**src/rtl/rrtt_pkg.sv**
```systemverilog
// Package for the round-robin task table.
// Request, task state, kill status and sequencer state codes, slot entry type, field widths.
// No dependencies.
package rrtt_pkg;

  // Default table depth
  localparam int unsigned NUM_SLOTS_DEF = 8;

  // Field widths of the request and result ports
  localparam int unsigned REQ_W   = 3;
  localparam int unsigned SLOT_W  = 3;
  localparam int unsigned KILL_W  = 2;
  localparam int unsigned STATE_W = 3;

  // Width of one stored slot entry: valid bit and task state
  localparam int unsigned ENT_W = 1 + STATE_W;

  typedef enum logic [REQ_W-1:0] {
    REQ_TICK     = 3'd0,
    REQ_CREATE   = 3'd1,
    REQ_KILL     = 3'd2,
    REQ_KILL_CUR = 3'd3,
    REQ_FIND     = 3'd4,
    REQ_BLOCK    = 3'd5,
    REQ_WAKE     = 3'd6,
    REQ_READ     = 3'd7
  } req_e;

  typedef enum logic [STATE_W-1:0] {
    ST_READY       = 3'd0,
    ST_RUNNING     = 3'd1,
    ST_BLOCKED     = 3'd2,
    ST_SUSPEND     = 3'd3,
    ST_KILLED      = 3'd4,
    ST_NOT_CREATED = 3'd5
  } task_state_e;

  typedef enum logic [KILL_W-1:0] {
    KS_KILLED  = 2'd0,
    KS_REFUSED = 2'd1,
    KS_ABSENT  = 2'd2
  } kill_status_e;

  typedef struct packed {
    logic               valid;
    logic [STATE_W-1:0] state;
  } slot_entry_t;

  // Sequencer states
  typedef enum logic [2:0] {
    SQ_IDLE,
    SQ_SLOT_CHK,
    SQ_PREV_CHK,
    SQ_SCAN,
    SQ_NEW_WR,
    SQ_OLD_WR,
    SQ_FIN
  } seq_state_e;

endpackage

```
**src/rtl/rrtt_ram.sv**
```systemverilog
// Generic single-clock RAM: one write port, one read port, registered read.
// Read of an address written in the same cycle returns the old data.
// No dependencies.
module rrtt_ram #(
  parameter int unsigned WIDTH = 4,
  parameter int unsigned DEPTH = 8
) (
  input  logic                     clk_i,
  input  logic                     we_i,
  input  logic [$clog2(DEPTH)-1:0] waddr_i,
  input  logic [WIDTH-1:0]         wdata_i,
  input  logic                     re_i,
  input  logic [$clog2(DEPTH)-1:0] raddr_i,
  output logic [WIDTH-1:0]         rdata_o
);

  logic [WIDTH-1:0] mem_q [DEPTH];
  logic [WIDTH-1:0] rdata_q;

  // Storage and registered read
  always_ff @(posedge clk_i) begin
    if (we_i) begin
      mem_q[waddr_i] <= wdata_i;
    end
    if (re_i) begin
      rdata_q <= mem_q[raddr_i];
    end
  end

  assign rdata_o = rdata_q;

endmodule

```
**src/rtl/round_robin_task_table.sv**
```systemverilog
// Top level of the round-robin task table.
// Depends on rrtt_pkg and rrtt_ram (slot entry store).
//
//  channel   | handshake           | payload
//  ----------+---------------------+---------------------------------------------
//  request   | start_i, busy_o     | req_type_i, slot_i
//  result    | done_o (one cycle)  | current_slot_o, kill_status_o, free_found_o,
//            |                     | free_slot_o, slot_state_o, sched_error_o
//
// A request is taken when start_i is high and busy_o low. Create and refused
// requests go straight to the finish state, single-slot reads/updates pass a slot
// check, and a find or schedule scans the table, reading one entry a cycle from the
// single read port of the slot RAM. busy_o stays high until done_o has pulsed.
// The result holds from done_o until a new request is taken and is never stalled.
// No clearing pass after reset: per-entry written flags stand in for reset values.
module round_robin_task_table #(
  parameter int unsigned NUM_SLOTS = rrtt_pkg::NUM_SLOTS_DEF
) (
  input  logic                        clk_i,
  input  logic                        rst_ni,
  input  logic                        start_i,
  output logic                        busy_o,
  input  logic [rrtt_pkg::REQ_W-1:0]  req_type_i,
  input  logic [rrtt_pkg::SLOT_W-1:0] slot_i,
  output logic                        done_o,
  output logic [rrtt_pkg::SLOT_W-1:0] current_slot_o,
  output logic [rrtt_pkg::KILL_W-1:0] kill_status_o,
  output logic                        free_found_o,
  output logic [rrtt_pkg::SLOT_W-1:0] free_slot_o,
  output logic [rrtt_pkg::STATE_W-1:0] slot_state_o,
  output logic                        sched_error_o
);
  import rrtt_pkg::*;

  localparam int unsigned SW = $clog2(NUM_SLOTS);
  localparam int unsigned CW = $clog2(NUM_SLOTS + 1);
  localparam logic [SW-1:0] LAST_SLOT = SW'(NUM_SLOTS - 1);
  localparam logic [CW-1:0] SCAN_LEN  = CW'(NUM_SLOTS);

  seq_state_e state_q, state_d;
  req_e       req_q, req_d, req_in;

  logic [SW-1:0] running_q, running_d;
  logic [SW-1:0] prev_q, prev_d;
  logic          prev_run_q, prev_run_d;
  logic [SW-1:0] cand_q, cand_d;
  logic [CW-1:0] cnt_q, cnt_d;
  logic          live_q, live_d;
  logic [SW-1:0] hit_q, hit_d;
  logic [SW-1:0] rd_addr_q, rd_addr_d;
  logic [NUM_SLOTS-1:0] written_q, written_d;

  logic [KILL_W-1:0]  res_kill_q, res_kill_d;
  logic               res_found_q, res_found_d;
  logic [SLOT_W-1:0]  res_free_q, res_free_d;
  logic [STATE_W-1:0] res_state_q, res_state_d;
  logic               res_err_q, res_err_d;

  // RAM port signals
  logic          ram_we, ram_re;
  logic [SW-1:0] ram_waddr, ram_raddr;
  slot_entry_t   ram_wdata;
  logic [ENT_W-1:0] ram_rdata;

  slot_entry_t   rd_ent;
  logic [SW-1:0] slot_idx;
  logic          in_range;
  logic          find_mode;
  logic          issuing;
  logic          scan_hit;
  logic          scan_miss;

  // Slot entry store
  rrtt_ram #(
    .WIDTH (ENT_W),
    .DEPTH (NUM_SLOTS)
  ) u_slot_ram (
    .clk_i   (clk_i),
    .we_i    (ram_we),
    .waddr_i (ram_waddr),
    .wdata_i (ram_wdata),
    .re_i    (ram_re),
    .raddr_i (ram_raddr),
    .rdata_o (ram_rdata)
  );

  // Request decode
  assign req_in   = req_e'(req_type_i);
  assign slot_idx = SW'(slot_i);
  assign in_range = int'(slot_i) < NUM_SLOTS;

  // Entry not yet written reads as its reset value
  always_comb begin
    if (written_q[rd_addr_q]) begin
      rd_ent = slot_entry_t'(ram_rdata);
    end else begin
      rd_ent.valid = (rd_addr_q == '0);
      rd_ent.state = ST_READY;
    end
  end

  // Scan control: one read issued per cycle, checked in the cycle after it is issued
  assign find_mode = (req_q == REQ_FIND);
  assign issuing   = (state_q == SQ_SCAN) && (cnt_q != SCAN_LEN);
  assign scan_hit  = live_q && (find_mode ? !rd_ent.valid
                                          : (rd_ent.valid && rd_ent.state == ST_READY));
  assign scan_miss = !live_q && !issuing;

  // Next state
  always_comb begin
    state_d = state_q;
    unique case (state_q)
      SQ_IDLE: begin
        if (start_i) begin
          unique case (req_in)
            REQ_TICK:     state_d = SQ_PREV_CHK;
            REQ_CREATE:   state_d = SQ_FIN;
            REQ_KILL:     state_d = (slot_i != '0 && in_range) ? SQ_SLOT_CHK : SQ_FIN;
            REQ_KILL_CUR: state_d = (running_q == '0) ? SQ_FIN : SQ_SCAN;
            REQ_FIND:     state_d = SQ_SCAN;
            REQ_BLOCK, REQ_WAKE, REQ_READ: begin
              state_d = in_range ? SQ_SLOT_CHK : SQ_FIN;
            end
            default:      state_d = SQ_FIN;
          endcase
        end
      end
      SQ_SLOT_CHK: state_d = SQ_FIN;
      SQ_PREV_CHK: state_d = SQ_SCAN;
      SQ_SCAN: begin
        if (scan_hit) begin
          if (find_mode || rd_addr_q == running_q) begin
            state_d = SQ_FIN;
          end else begin
            state_d = SQ_NEW_WR;
          end
        end else if (scan_miss) begin
          state_d = SQ_FIN;
        end
      end
      SQ_NEW_WR: state_d = prev_run_q ? SQ_OLD_WR : SQ_FIN;
      SQ_OLD_WR: state_d = SQ_FIN;
      SQ_FIN:    state_d = SQ_IDLE;
      default:   state_d = SQ_IDLE;
    endcase
  end

  // Datapath, RAM accesses and result updates
  always_comb begin
    ram_we      = 1'b0;
    ram_waddr   = '0;
    ram_wdata   = '0;
    ram_re      = 1'b0;
    ram_raddr   = '0;
    req_d       = req_q;
    running_d   = running_q;
    prev_d      = prev_q;
    prev_run_d  = prev_run_q;
    cand_d      = cand_q;
    cnt_d       = cnt_q;
    live_d      = live_q;
    hit_d       = hit_q;
    res_kill_d  = res_kill_q;
    res_found_d = res_found_q;
    res_free_d  = res_free_q;
    res_state_d = res_state_q;
    res_err_d   = res_err_q;

    unique case (state_q)
      SQ_IDLE: begin
        if (start_i) begin
          req_d       = req_in;
          res_kill_d  = KS_KILLED;
          res_found_d = 1'b0;
          res_free_d  = '0;
          res_state_d = ST_READY;
          res_err_d   = 1'b0;
          cnt_d       = '0;
          live_d      = 1'b0;
          unique case (req_in)
            REQ_TICK: begin
              ram_re    = 1'b1;
              ram_raddr = running_q;
            end
            REQ_CREATE: begin
              if (in_range) begin
                ram_we          = 1'b1;
                ram_waddr       = slot_idx;
                ram_wdata.valid = 1'b1;
                ram_wdata.state = ST_READY;
              end
            end
            REQ_KILL: begin
              if (slot_i == '0) begin
                res_kill_d = KS_REFUSED;
              end else if (!in_range) begin
                res_kill_d = KS_ABSENT;
              end else begin
                ram_re    = 1'b1;
                ram_raddr = slot_idx;
              end
            end
            REQ_KILL_CUR: begin
              if (running_q == '0) begin
                res_kill_d = KS_REFUSED;
              end else begin
                // kill the running slot, then schedule from it
                ram_we          = 1'b1;
                ram_waddr       = running_q;
                ram_wdata.valid = 1'b0;
                ram_wdata.state = ST_KILLED;
                prev_d          = running_q;
                prev_run_d      = 1'b0;
                cand_d          = (running_q == LAST_SLOT) ? '0 : running_q + 1'b1;
              end
            end
            REQ_FIND: begin
              cand_d = '0;
            end
            REQ_BLOCK, REQ_WAKE: begin
              if (in_range) begin
                ram_re    = 1'b1;
                ram_raddr = slot_idx;
              end
            end
            REQ_READ: begin
              if (in_range) begin
                ram_re    = 1'b1;
                ram_raddr = slot_idx;
              end else begin
                res_state_d = ST_NOT_CREATED;
              end
            end
            default: ;
          endcase
        end
      end

      // read-modify-write of the addressed slot (read only for a state read or a kill of an invalid slot)
      SQ_SLOT_CHK: begin
        unique case (req_q)
          REQ_KILL: begin
            if (rd_ent.valid) begin
              ram_we          = 1'b1;
              ram_waddr       = rd_addr_q;
              ram_wdata.valid = 1'b0;
              ram_wdata.state = ST_KILLED;
            end else begin
              res_kill_d = KS_ABSENT;
            end
          end
          REQ_BLOCK: begin
            ram_we          = 1'b1;
            ram_waddr       = rd_addr_q;
            ram_wdata.valid = rd_ent.valid;
            ram_wdata.state = ST_BLOCKED;
          end
          REQ_WAKE: begin
            ram_we          = 1'b1;
            ram_waddr       = rd_addr_q;
            ram_wdata.valid = rd_ent.valid;
            ram_wdata.state = ST_READY;
          end
          REQ_READ: begin
            res_state_d = rd_ent.state;
          end
          default: ;
        endcase
      end

      // note whether the current slot is running, start the round-robin scan
      SQ_PREV_CHK: begin
        prev_d     = running_q;
        prev_run_d = rd_ent.valid && (rd_ent.state == ST_RUNNING);
        cand_d     = (running_q == LAST_SLOT) ? '0 : running_q + 1'b1;
        cnt_d      = '0;
        live_d     = 1'b0;
      end

      SQ_SCAN: begin
        live_d = issuing;
        if (issuing) begin
          ram_re    = 1'b1;
          ram_raddr = cand_q;
          cand_d    = (cand_q == LAST_SLOT) ? '0 : cand_q + 1'b1;
          cnt_d     = cnt_q + 1'b1;
        end
        if (scan_hit) begin
          if (find_mode) begin
            res_found_d = 1'b1;
            res_free_d  = SLOT_W'(rd_addr_q);
          end else begin
            hit_d = rd_addr_q;
          end
        end else if (scan_miss && !find_mode) begin
          res_err_d = 1'b1;
        end
      end

      SQ_NEW_WR: begin
        ram_we          = 1'b1;
        ram_waddr       = hit_q;
        ram_wdata.valid = 1'b1;
        ram_wdata.state = ST_RUNNING;
        running_d       = hit_q;
      end

      // a running slot is always valid, so it returns to valid and ready
      SQ_OLD_WR: begin
        ram_we          = 1'b1;
        ram_waddr       = prev_q;
        ram_wdata.valid = 1'b1;
        ram_wdata.state = ST_READY;
      end

      SQ_FIN: ;
      default: ;
    endcase
  end

  // Read address pipe and written flags follow the RAM port
  always_comb begin
    rd_addr_d = rd_addr_q;
    if (ram_re) begin
      rd_addr_d = ram_raddr;
    end
    written_d = written_q;
    if (ram_we) begin
      written_d[ram_waddr] = 1'b1;
    end
  end

  // Control registers
  always_ff @(posedge clk_i or negedge rst_ni) begin
    if (!rst_ni) begin
      state_q   <= SQ_IDLE;
      running_q <= '0;
      written_q <= '0;
      live_q    <= 1'b0;
      cnt_q     <= '0;
    end else begin
      state_q   <= state_d;
      running_q <= running_d;
      written_q <= written_d;
      live_q    <= live_d;
      cnt_q     <= cnt_d;
    end
  end

  // Payload registers
  always_ff @(posedge clk_i) begin
    req_q       <= req_d;
    prev_q      <= prev_d;
    prev_run_q  <= prev_run_d;
    cand_q      <= cand_d;
    hit_q       <= hit_d;
    rd_addr_q   <= rd_addr_d;
    res_kill_q  <= res_kill_d;
    res_found_q <= res_found_d;
    res_free_q  <= res_free_d;
    res_state_q <= res_state_d;
    res_err_q   <= res_err_d;
  end

  // Ports
  assign busy_o         = (state_q != SQ_IDLE);
  assign done_o         = (state_q == SQ_FIN);
  assign current_slot_o = SLOT_W'(running_q);
  assign kill_status_o  = res_kill_q;
  assign free_found_o   = res_found_q;
  assign free_slot_o    = res_free_q;
  assign slot_state_o   = res_state_q;
  assign sched_error_o  = res_err_q;

endmodule

```
**config.mk**
```make
export PLATFORM = sky130hd
export DESIGN_NAME = round_robin_task_table
export DESIGN_NICKNAME = d
export VERILOG_FILES = /design/src/rtl/rrtt_pkg.sv /design/src/rtl/rrtt_ram.sv /design/src/rtl/round_robin_task_table.sv
export SDC_FILE = /design/constraint.sdc
export NUM_CORES = 1
export LEC_CHECK = 0
export BUFFER_PORTS_ARGS = -buffer_cell sky130_fd_sc_hd__buf_2
export CORE_ASPECT_RATIO = 0.5
export CORE_MARGIN = 10
export CORE_UTILIZATION = 51
export DETAILED_ROUTE_END_ITERATION = 8
export PLACE_DENSITY = 0.67
export SLEW_MARGIN = 15
export SYNTH_ARGS = -nofsm -noshare
export SYNTH_HDL_FRONTEND = slang
export SYNTH_HIERARCHICAL = 1
export SYNTH_SLANG_ARGS = --single-unit
```
**constraint.sdc**
```tcl
create_clock -name clk_i -period 2.6 [get_ports clk_i]
set_input_delay 0.13 -clock clk_i [delete_from_list [all_inputs] [get_ports clk_i]]
set_output_delay 0.13 -clock clk_i [all_outputs]
set_load 0.005 [all_outputs]
```
==> flow_metrics.py <==
metrics = {
    "outcome": {
        "status": "completed",
    },
    "timing": {
        "relSlewSlack": 0.549,
        "fin_crit_sh": 0.967,
        "finClkSkew_ns": 0.00851,
        "finalHoldViolations": 0,
        "min_period_ns": 2.51,
        "worst-slew-pin-transition_ns": 0.675,
        "setup_tns_ns": 0,
        "hold_ws_ns": 0.137,
        "grt_setup_unrepaired": "yes",
        "setup_violations": 0,
        "max_freq_mhz": 398,
        "slew_violations": 0,
    },
    "place": {
        "dp_hpwl_um": 7450,
        "place_congestion": 0.960,
        "port_buffers": 23,
    },
    "finish": {
        "diodes": 0,
        "final_nets": 391,
        "area_delta_synth_final_pct": 19.2,
        "drive_gt1_frac": 0.266,
    },
    "synthesis": {
        "syn_inst": 319,
        "netlist_top_cells_area": "edfxtp_1 46%, dfrtp_1 12%, mux4_1 5.2%, nand2_1 2.4%, nor2_1 2.2%",
        "yosysWarnings": 6,
        "ys_seq_area_frac": 0.575,
        "synth-seq-cells": 81,
        "synth_flop_cell": "edfxtp_1",
        "syn_area_per_cell_sq_um": 12.8,
        "async_flop_share": 0.235,
        "synth_edf_count": 62,
        "syn-num-nets": 335,
        "synth_cell_types": 64,
        "netlist_area_sq_um": 4070,
        "yosys.area.top_type": "edfxtp_1",
        "yosysTopAreaCellShare": 0.458,
    },
    "global_route": {
        "grt_use_total": 0.164,
        "grt_pass1_wl_um": 15600,
        "first_global_vias": 2874,
        "overflow": 0,
        "grt_max_degree": 20,
        "grt_antenna_before_repair": 0,
    },
    "critical_path": {
        "critPathMaxFanout": 8,
        "cp.required_ns": 2.67,
        "critPathCaptureType": "register",
        "crit_type": "register to register",
        "cp_cell_sequence": "mux2_1 -> nor3b_2 -> a311oi_4 -> a41o_2 -> nand2b_1 -> nor3_1 -> buf_4",
        "cp_slowest_cell": "edfxtp_1",
        "cp.arrival_ns": 2.58,
        "slowest_delay_ns": 0.52,
        "worstSetupStartpointType": "register",
    },
    "job": {
        "drv_cap": 0,
    },
    "die": {
        "pin_count": 24,
        "chipHeight_um": 83.2,
        "die_w_um": 146,
        "coreArea_sq_um": 7540,
        "rows": 22,
        "die_area_sq_um": 12200,
        "start_util": 0.539,
    },
    "route": {
        "drt-total-wl_um": 9820,
        "drtIter0Drc": 358,
        "antenna_left": 0,
        "num_vias": 2851,
        "wl_per_cell_um": 20.1,
        "drc": 0,
        "dr.pass1.iters": 5,
        "viasPerCell": 5.84,
    },
    "clock_network": {
        "cts_buffer_depth": 2,
        "clk_latency_ns": 0.35,
        "clk_pin_slew_worst_paths_ns": 0.07,
        "cts_root_buf": "clkbuf_16",
        "tritoncts.num_buffers": 9,
        "cts-htree-levels": 3,
        "cts_tree": "yes",
        "clock_sinks": 81,
    },
    "hold_path": {
        "min_path_type": "primary input to register",
    },
    "power_and_ir_drop": {
        "leakagePower_nw": 1.91,
        "irDropWorstVdd_uv": 480,
        "p_per_area_nw_per_um2": 1070,
    },
}
## critical path: cells and delay by family, from the launching register on
kind / cells / cell delay [ns]
DFF: 1 / 0.52
and+or+nand+nor: 3 / 0.68
AOI/OAI and AO/OA: 2 / 0.46
muxes: 1 / 0.39
buffers and inverters: 1 / 0.18
## layout make-up
cell class / instances / area [sq um]
clock inverters: 7 / 61.3
repair buffers: 61 / 415
multi-input cells: 208 / 1620
fillers: 588 / 2690
flip-flops and latches: 81 / 2340
well taps: 108 / 135
inverters: 14 / 52.6
clock buffers: 9 / 225
## timing repair
action                                 CTS  global route
buffers inserted                         0             0
setup endpoints to repair                0            30
hold buffers                             1             0
gates resized for setup                  0             7
endpoints found under the hold margin   19             0
## worst paths after layout
check,slack (ns),cells after the start,start,to
max,0.09,7,rd_addr_q[0],u_slot_ram/mem_q[0][3]
min,0.14,1,req_type_i[0],req_q[0]
max reg2reg,0.09,7,rd_addr_q[0],u_slot_ram/mem_q[0][3]
min reg2reg,0.46,1,written_q[3],written_q[3]
max in group asynchronous,1.98,2,rst_ni,written_q[2]
min in group asynchronous,0.28,2,rst_ni,state_q[0]
## sequential cells by signal (all words and copies together), names as in the netlist
| signal | cells |
|---|---|
| prev_run_q | 1 |
| req_q | 3 |
| slot_state_o | 3 |
| kill_status_o | 2 |
| hit_q | 3 |
| rd_addr_q | 3 |
| free_found_o | 1 |
| live_q | 1 |
| cnt_q | 4 |
| prev_q | 3 |
| free_slot_o | 3 |
| u_slot_ram/rdata_o | 4 |
| written_q | 8 |
| sched_error_o | 1 |
| state_q | 3 |
| cand_q | 3 |
| current_slot_o | 3 |
| u_slot_ram/mem_q | 32 |
## layout by cell type (no fill, tap or decap), types with 5 or more instances in the layout
| master | count |
|---|---|
| nor2b_1 | 8 |
| nand3_1 | 9 |
| ha_1 | 7 |
| dfrtp_1 | 19 |
| nor2_2 | 5 |
| mux2i_1 | 5 |
| inv_1 | 12 |
| a31o_1 | 5 |
| clkbuf_16 | 9 |
| nand2_1 | 26 |
| buf_4 | 36 |
| nor3_1 | 5 |
| and3_1 | 7 |
| o21ai_0 | 9 |
| a21oi_1 | 6 |
| edfxtp_1 | 62 |
| mux4_1 | 8 |
| nor2_1 | 19 |
| buf_2 | 23 |
| nand2b_1 | 8 |
| o21ai_1 | 8 |
## where the power goes
part	internal, mW	switching (mW)
Clock	0.666	0.558
Sequential	1.79	0.252
Combinational	0.882	1.05
## synthesized netlist by cell type, types with 3 or more instances
| cell | instances |
|---|---|
| a22o_1 | 4 |
| nand2b_1 | 8 |
| o21ai_0 | 9 |
| ha_1 | 7 |
| mux4_1 | 8 |
| mux2_1 | 3 |
| a31o_1 | 5 |
| buf_6 | 3 |
| inv_1 | 12 |
| nand2_1 | 26 |
| clkbuf_1 | 6 |
| nor2b_1 | 8 |
| and2_1 | 3 |
| edfxtp_1 | 62 |
| xor2_1 | 4 |
| a21oi_1 | 6 |
| nor2_1 | 24 |
| a21o_1 | 4 |
| and3_1 | 7 |
| o22ai_1 | 3 |
| o21ai_1 | 8 |
| buf_2 | 6 |
| dfrtp_1 | 19 |
| nor3_1 | 5 |
| mux2i_1 | 5 |
| a22oi_1 | 3 |
| mux2_2 | 4 |
| a31oi_1 | 3 |
| nand3_1 | 9 |
## per-layer routing
layer  part of all wire  track usage  routed length [um]  vias up
met3              0.081       0.0644                 791       10
li1                   -            -                   -     1332
met2               0.46        0.247                4510      117
met1               0.45        0.217                4400     1392
met4              0.011       0.0430                 106        0
met5                  0            0                   0        -
## stage by stage
step / cells / setup WS (ns) / total power [mW] / instance area [sq um] / util
after detailed placement: 471 / 0.0900 / 3.95 / 4520 / 0.599
after global placement: 471 / 0.111 / 3.90 / 4520 / 0.599
after global routing: 488 / -0.0167 / 5.50 / 4850 / 0.643
final: 488 / 0.0868 / 5.20 / 4850 / 0.643
after floorplan: 319 / 0.0193 / 3.20 / 4070 / -
after CTS: 488 / 0.0807 / 5.18 / 4820 / 0.639
## logic make-up after synthesis
kind of cell / after synthesis / share of synthesized area
AND/OR/NAND/NOR: 107 / 0.139
buffers and inverters: 30 / 0.0351
flip-flops: 81 / 0.575
XOR/XNOR: 4 / 0.00861
multiplexers: 21 / 0.0870
AO/OA/AOI/OAI: 69 / 0.134
adder cells (fa/ha/maj): 7 / 0.0215
Note: power is estimated with default switching activity, not from simulation.
